### src/assert_macros.svh
// Assertion helpers shared by the RTL.
`ifndef ASSERT_MACROS_SVH
`define ASSERT_MACROS_SVH

// Check a property on every rising clock edge outside reset.
`define FSP_ASSERT(lbl, clk, rst, prop) \
  lbl: assert property (@(posedge clk) disable iff (rst) (prop)) \
    else $error("fsp assertion failed");

// Check a property on every rising clock edge, reset included.
`define FSP_ASSERT_ALWAYS(lbl, clk, prop) \
  lbl: assert property (@(posedge clk) (prop)) \
    else $error("fsp assertion failed, reset included");

`endif

### src/fsp_pkg.sv
// ----------------------------------------------------------------------------
// fsp_pkg
// Types and constants for the two-machine flow shop scheduler.
// ----------------------------------------------------------------------------
`default_nettype none

package fsp_pkg;

  localparam int IN_W   = 16;  // width of a time field on the ports
  localparam int IDX_W  = 6;   // width of job_index on the port
  localparam int SPAN_W = 23;  // width of makespan on the port

  localparam logic [SPAN_W-1:0] SPAN_MAX = {SPAN_W{1'b1}};

  // What each cell of the chain does in a cycle.
  typedef enum logic [1:0] {
    CM_HOLD,
    CM_INSERT,
    CM_SHIFT
  } cell_mode_t;

  // Batch sequencer.
  typedef enum logic [1:0] {
    S_LOAD,
    S_SETTLE,
    S_SPAN,
    S_EMIT
  } seq_state_t;

endpackage

`default_nettype wire

### src/fsp_cell.sv
// ----------------------------------------------------------------------------
// fsp_cell
// One slot of the sorting chain. In insert mode it keeps the earlier of its
// held job and the job arriving from the left, and passes the other one on
// through its pass register. In shift mode it takes its right neighbor's job.
// ----------------------------------------------------------------------------
`default_nettype none

module fsp_cell #(
  parameter int TW = 16,
  parameter int XW = 6
) (
  input  wire logic                clk,
  input  wire logic                rst,
  input  wire fsp_pkg::cell_mode_t mode,
  // job arriving from the left neighbor
  input  wire logic                in_ok,
  input  wire logic [TW-1:0]       in_t1,
  input  wire logic [TW-1:0]       in_t2,
  input  wire logic [XW-1:0]       in_idx,
  // held job of the right neighbor
  input  wire logic                nb_ok,
  input  wire logic [TW-1:0]       nb_t1,
  input  wire logic [TW-1:0]       nb_t2,
  input  wire logic [XW-1:0]       nb_idx,
  // held job
  output logic                     held_ok,
  output logic [TW-1:0]            held_t1,
  output logic [TW-1:0]            held_t2,
  output logic [XW-1:0]            held_idx,
  // job handed to the right neighbor
  output logic                     pass_ok,
  output logic [TW-1:0]            pass_t1,
  output logic [TW-1:0]            pass_t2,
  output logic [XW-1:0]            pass_idx
);
  import fsp_pkg::*;

  // 0: t1 < t2, 1: t1 = t2, 2: t1 > t2
  function automatic logic [1:0] job_class(input logic [TW-1:0] t1,
                                           input logic [TW-1:0] t2);
    logic [1:0] c;
    if (t1 < t2) c = 2'd0;
    else if (t1 == t2) c = 2'd1;
    else c = 2'd2;
    return c;
  endfunction

  // Johnson order, ties by arrival number, so the order is total.
  function automatic logic goes_before(
    input logic [TW-1:0] a1, input logic [TW-1:0] a2, input logic [XW-1:0] ai,
    input logic [TW-1:0] b1, input logic [TW-1:0] b2, input logic [XW-1:0] bi);
    logic [1:0] ca;
    logic [1:0] cb;
    logic       r;
    ca = job_class(a1, a2);
    cb = job_class(b1, b2);
    if (ca != cb) r = (ca < cb);
    else if (ca == 2'd2 && a2 != b2) r = (a2 > b2);
    else if (ca != 2'd2 && a1 != b1) r = (a1 < b1);
    else r = (ai < bi);
    return r;
  endfunction

  logic take_in;

  assign take_in = in_ok &&
                   (!held_ok || goes_before(in_t1, in_t2, in_idx,
                                            held_t1, held_t2, held_idx));

  always_ff @(posedge clk) begin
    if (rst) begin
      held_ok <= 1'b0;
      pass_ok <= 1'b0;
    end else begin
      case (mode)
        CM_INSERT: begin
          if (take_in) begin
            held_ok  <= in_ok;
            held_t1  <= in_t1;
            held_t2  <= in_t2;
            held_idx <= in_idx;
            pass_ok  <= held_ok;
            pass_t1  <= held_t1;
            pass_t2  <= held_t2;
            pass_idx <= held_idx;
          end else begin
            pass_ok  <= in_ok;
            pass_t1  <= in_t1;
            pass_t2  <= in_t2;
            pass_idx <= in_idx;
          end
        end
        CM_SHIFT: begin
          held_ok  <= nb_ok;
          held_t1  <= nb_t1;
          held_t2  <= nb_t2;
          held_idx <= nb_idx;
          pass_ok  <= 1'b0;
        end
        default: begin
          pass_ok <= 1'b0;
        end
      endcase
    end
  end

endmodule

`default_nettype wire

### config.mk
export PLATFORM = sky130hd
export DESIGN_NAME = fsp_cell
export DESIGN_NICKNAME = d
export VERILOG_FILES = /design/src/assert_macros.svh /design/src/fsp_pkg.sv /design/src/fsp_cell.sv
export SDC_FILE = /design/constraint.sdc
export NUM_CORES = 1
export LEC_CHECK = 0
export BUFFER_PORTS_ARGS = -buffer_cell sky130_fd_sc_hd__clkbuf_2
export CAP_MARGIN = 10
export CORE_ASPECT_RATIO = 0.9
export CORE_MARGIN = 10
export CORE_UTILIZATION = 37
export DETAILED_ROUTE_END_ITERATION = 10
export PLACE_DENSITY = 0.58
export SYNTH_ARGS = -nofsm -noshare
export SYNTH_HDL_FRONTEND = slang
export SYNTH_SLANG_ARGS = --single-unit
### constraint.sdc
create_clock -name clk -period 7.55 [get_ports clk]
set_clock_uncertainty 0.05 [all_clocks]
set_input_delay 1.51 -clock clk [delete_from_list [all_inputs] [get_ports clk]]
set_output_delay 1.51 -clock clk [all_outputs]
set_load 0.02 [all_outputs]
==> qor.yml <==
detailed_routing:
  ant_nets: 0
  drt-initial-drc-count: 250
  dr_total_vias: 3935
  dr.pass1.iters: 4
  wl_per_cell_um: 19.0
  avgViaCountPerCell: 5.04
  drcViolationCount: 0
  wl_um: 14800
cells_and_area:
  area.growth.synth_to_final_pct: 24.5
  final_nets: 763
  multiInputGateArea_um2: 2470
  num_antenna_cells: 0
  fillers: 1283
  regArea_um2: 2320
  drive_above_1_share_pct: 36.6
global_routing:
  grt-ovfl-total: 0
  track_usage_pct: 15.7
  grt_pass1_vias: 4220
  grt_pass1_wl_um: 22700
  grt_antenna_before_repair: 0
  grt_start_max_net_pins: 58
sta:
  timing.final.crit_share_pct: 64.9
  maxSlewHeadroom_pct: 19.0
  final-hold-violation-count: 0
  fin_crit_ns: 4.90
  rsz0062_at_grt: "no"
  tightestPinTransition_ns: 1.21
  max_freq_mhz: 204
  worst_slack_ns: 2.65
  setup_viol: 0
  maxSlewViolCount: 0
  setup_tns_ns: 0
logic_synthesis:
  ys_ff_latch: 78
  yosysUniqueCellTypes: 41
  syn_nets: 599
  yosysTopAreaCell: "edfxtp_1"
  yosys-top-cells-area: "edfxtp_1, ha_1, mux2_2"
  synth_common_cells: "edfxtp_1, ha_1, inv_1"
  synth_top_area_share_pct: 45.0
  avgSynthCellArea_um2: 11.4
  yosysMostFrequentCell: "edfxtp_1"
  yosysWarnings: 0
  ys_async_sr_fraction_pct: 0
  synthFlopType: "edfxtp_1"
  mappedNetlistArea_um2: 5070
  synth_seq_area_share_pct: 45.8
  syn_inst: 444
  synth-edff-count: 76
floorplan:
  die_area_um2: 18800
  initial_core_util_pct: 37.9
  io_pins: 160
  die_y_um: 131
  rows: 40
  core_um2: 13400
  die_w_um: 143
cts:
  cts_sinks: 78
  holdBufCountCts: 0
  cts_tree: "yes"
  insertion_delay_ns: 0.35
  post_cts_buffers: 0
  cts-htree-levels: 3
  cts_made_buffers: 9
  post_cts_resized: 0
  clk_path_buf_depth: 2
  clkTransAtPathRegs_ns: 0.06
  cts_root_buf: "clkbuf_16"
worst_setup_path:
  crit_buf_inv: 5
  crit_type: "in -> reg"
  critPathArrivalTime_ns: 4.95
  slowest_stage: "buf_4"
  slowest_delay_ns: 0.47
  crit_path_cell_trace: "clkbuf_2 -> inv_1 -> ha_1 -> nand4_2 -> nor4_2 -> inv_1 -> nor3_2 -> o21ai_0 -> ha_1 -> nand2b_1 -> a21oi_1 -> o21ai_0 -> inv_1 -> a31o_2 -> buf_4 -> mux2_2"
  critPathTopFamily: "simple AND/OR/NAND/NOR gates"
  end_kind: "register"
  cpMostUsedCell: "inv_1"
  cp_max_fo: 24
  critPathLaunchType: "input pin"
  crit_required_ns: 7.60
hold_path:
  hold_path_class: "reg -> reg"
power_and_ir_drop:
  ir_worst_vdd_uv: 108
  leakagePower_nw: 2.98
  p_per_area_nw_per_um2: 188
placed_design:
  globalplace.congestion: 0.802
  dp_slack_ns: 2.23
  io_buffers: 159
  dp_hpwl_um: 12000
run_status:
  outcome: "finished, final reports clean"
flow_run:
  max_cap_violations: 0
worst register-to-register path, delay by kind of cell, from the launching register on:
kind / cells / cell delay, ns
AO/OA/AOI/OAI: 8 / 1.43
adder cells (fa/ha/maj): 2 / 0.54
AND/OR/NAND/NOR: 4 / 0.44
flip-flops: 1 / 0.39
buffers and inverters: 3 / 0.67
multiplexers: 1 / 0.40
through the flow:
| stage | instances | area (um^2) | total power (W) | hold slack [ns] | utilization [%] |
|---|---|---|---|---|---|
| finish | 780 | 6310 | 0.00118 | 0.472 | 47.2 |
| global route | 780 | 6310 | 0.00124 | 0.480 | 47.2 |
| CTS | 780 | 6310 | 0.00120 | 0.471 | 47.2 |
| detailed placement | 765 | 6060 | 0.000816 | 0.463 | 45.4 |
| global placement | 765 | 6060 | 0.000809 | 0.465 | 45.4 |
| floorplan | 444 | 5070 | 0.000716 | 0.489 | - |
flip-flops by register name, indices dropped and copies added (netlist names):
register,flops
held_ok,1
pass_t2,16
pass_ok,1
pass_idx,6
held_idx,6
held_t1,16
pass_t1,16
held_t2,16
kinds of logic after synthesis:
kind of cell               after synthesis  share of synthesized area [%]
and+or+nand+nor                         83                           8.00
AOI/OAI and AO/OA                       79                           9.46
DFF                                     78                           45.8
adders and majority gates               73                           18.0
buffers and inverters                   72                           5.68
muxes                                   59                           13.0
where the power goes:
group	internal, W	leakage, nW	switching (W)	total [W]
registers	0.000511	0.721	0.0000145	0.000525
clock network	0.000216	0.120	0.000165	0.000382
logic	0.000118	2.13	0.000160	0.000278
cell usage in the layout (no fill, tap or decap), drive strengths merged, types with 2 or more instances in the layout:
master | synthesis | final
nand2b | 4 | 4
nor2 | 11 | 11
nand2 | 36 | 36
a21oi | 21 | 21
o211ai | 2 | 2
edfxtp | 76 | 76
dfxtp | 2 | 2
a31oi | 3 | 3
nor4 | 3 | 3
o21a | 4 | 4
a221oi | 2 | 2
ha | 73 | 73
clkbuf | 6 | 170
mux2 | 43 | 43
nand4 | 9 | 9
o21ai | 29 | 29
nor3 | 4 | 4
inv | 62 | 62
nand3 | 8 | 8
a211oi | 2 | 2
mux2i | 16 | 16
buf | 4 | 4
nor2b | 4 | 4
clkinv | 0 | 4
a21o | 6 | 6
a211o | 2 | 2
or3 | 2 | 2
routing by layer:
layer / vias up / track usage [%] / wire (um) / share of wire (%)
li1: 1958 / - / - / -
met4: 0 / 6.12 / 255 / 1.7
met1: 1841 / 18.7 / 6410 / 43
met3: 14 / 4.73 / 1090 / 7.4
met5: - / 0 / 0 / 0
met2: 122 / 26.1 / 7040 / 48
final cells by class:
class | count | share of cell area [%]
multi-input cells | 294 | 39.2
flip-flops and latches | 78 | 36.8
repair buffers | 163 | 13.1
clock buffers | 11 | 3.69
inverters | 62 | 3.69
well taps | 168 | 3.33
clock inverters | 4 | 0.238
final timing paths:
path / start / to / slack (ns) / depth (start not counted)
setup / recovery: in_t2[15] / pass_t1[9]$_DFFE_PP_ / 2.65 / 16
hold / removal: held_ok$_SDFFE_PP0P_ / pass_ok$_SDFF_PN0_ / 0.47 / 2
hold reg to reg: held_ok$_SDFFE_PP0P_ / pass_ok$_SDFF_PN0_ / 0.47 / 2
setup reg to reg: held_t2[9]$_DFFE_PP_ / pass_t1[9]$_DFFE_PP_ / 3.39 / 18
Note: power is estimated with default switching activity, not from simulation.
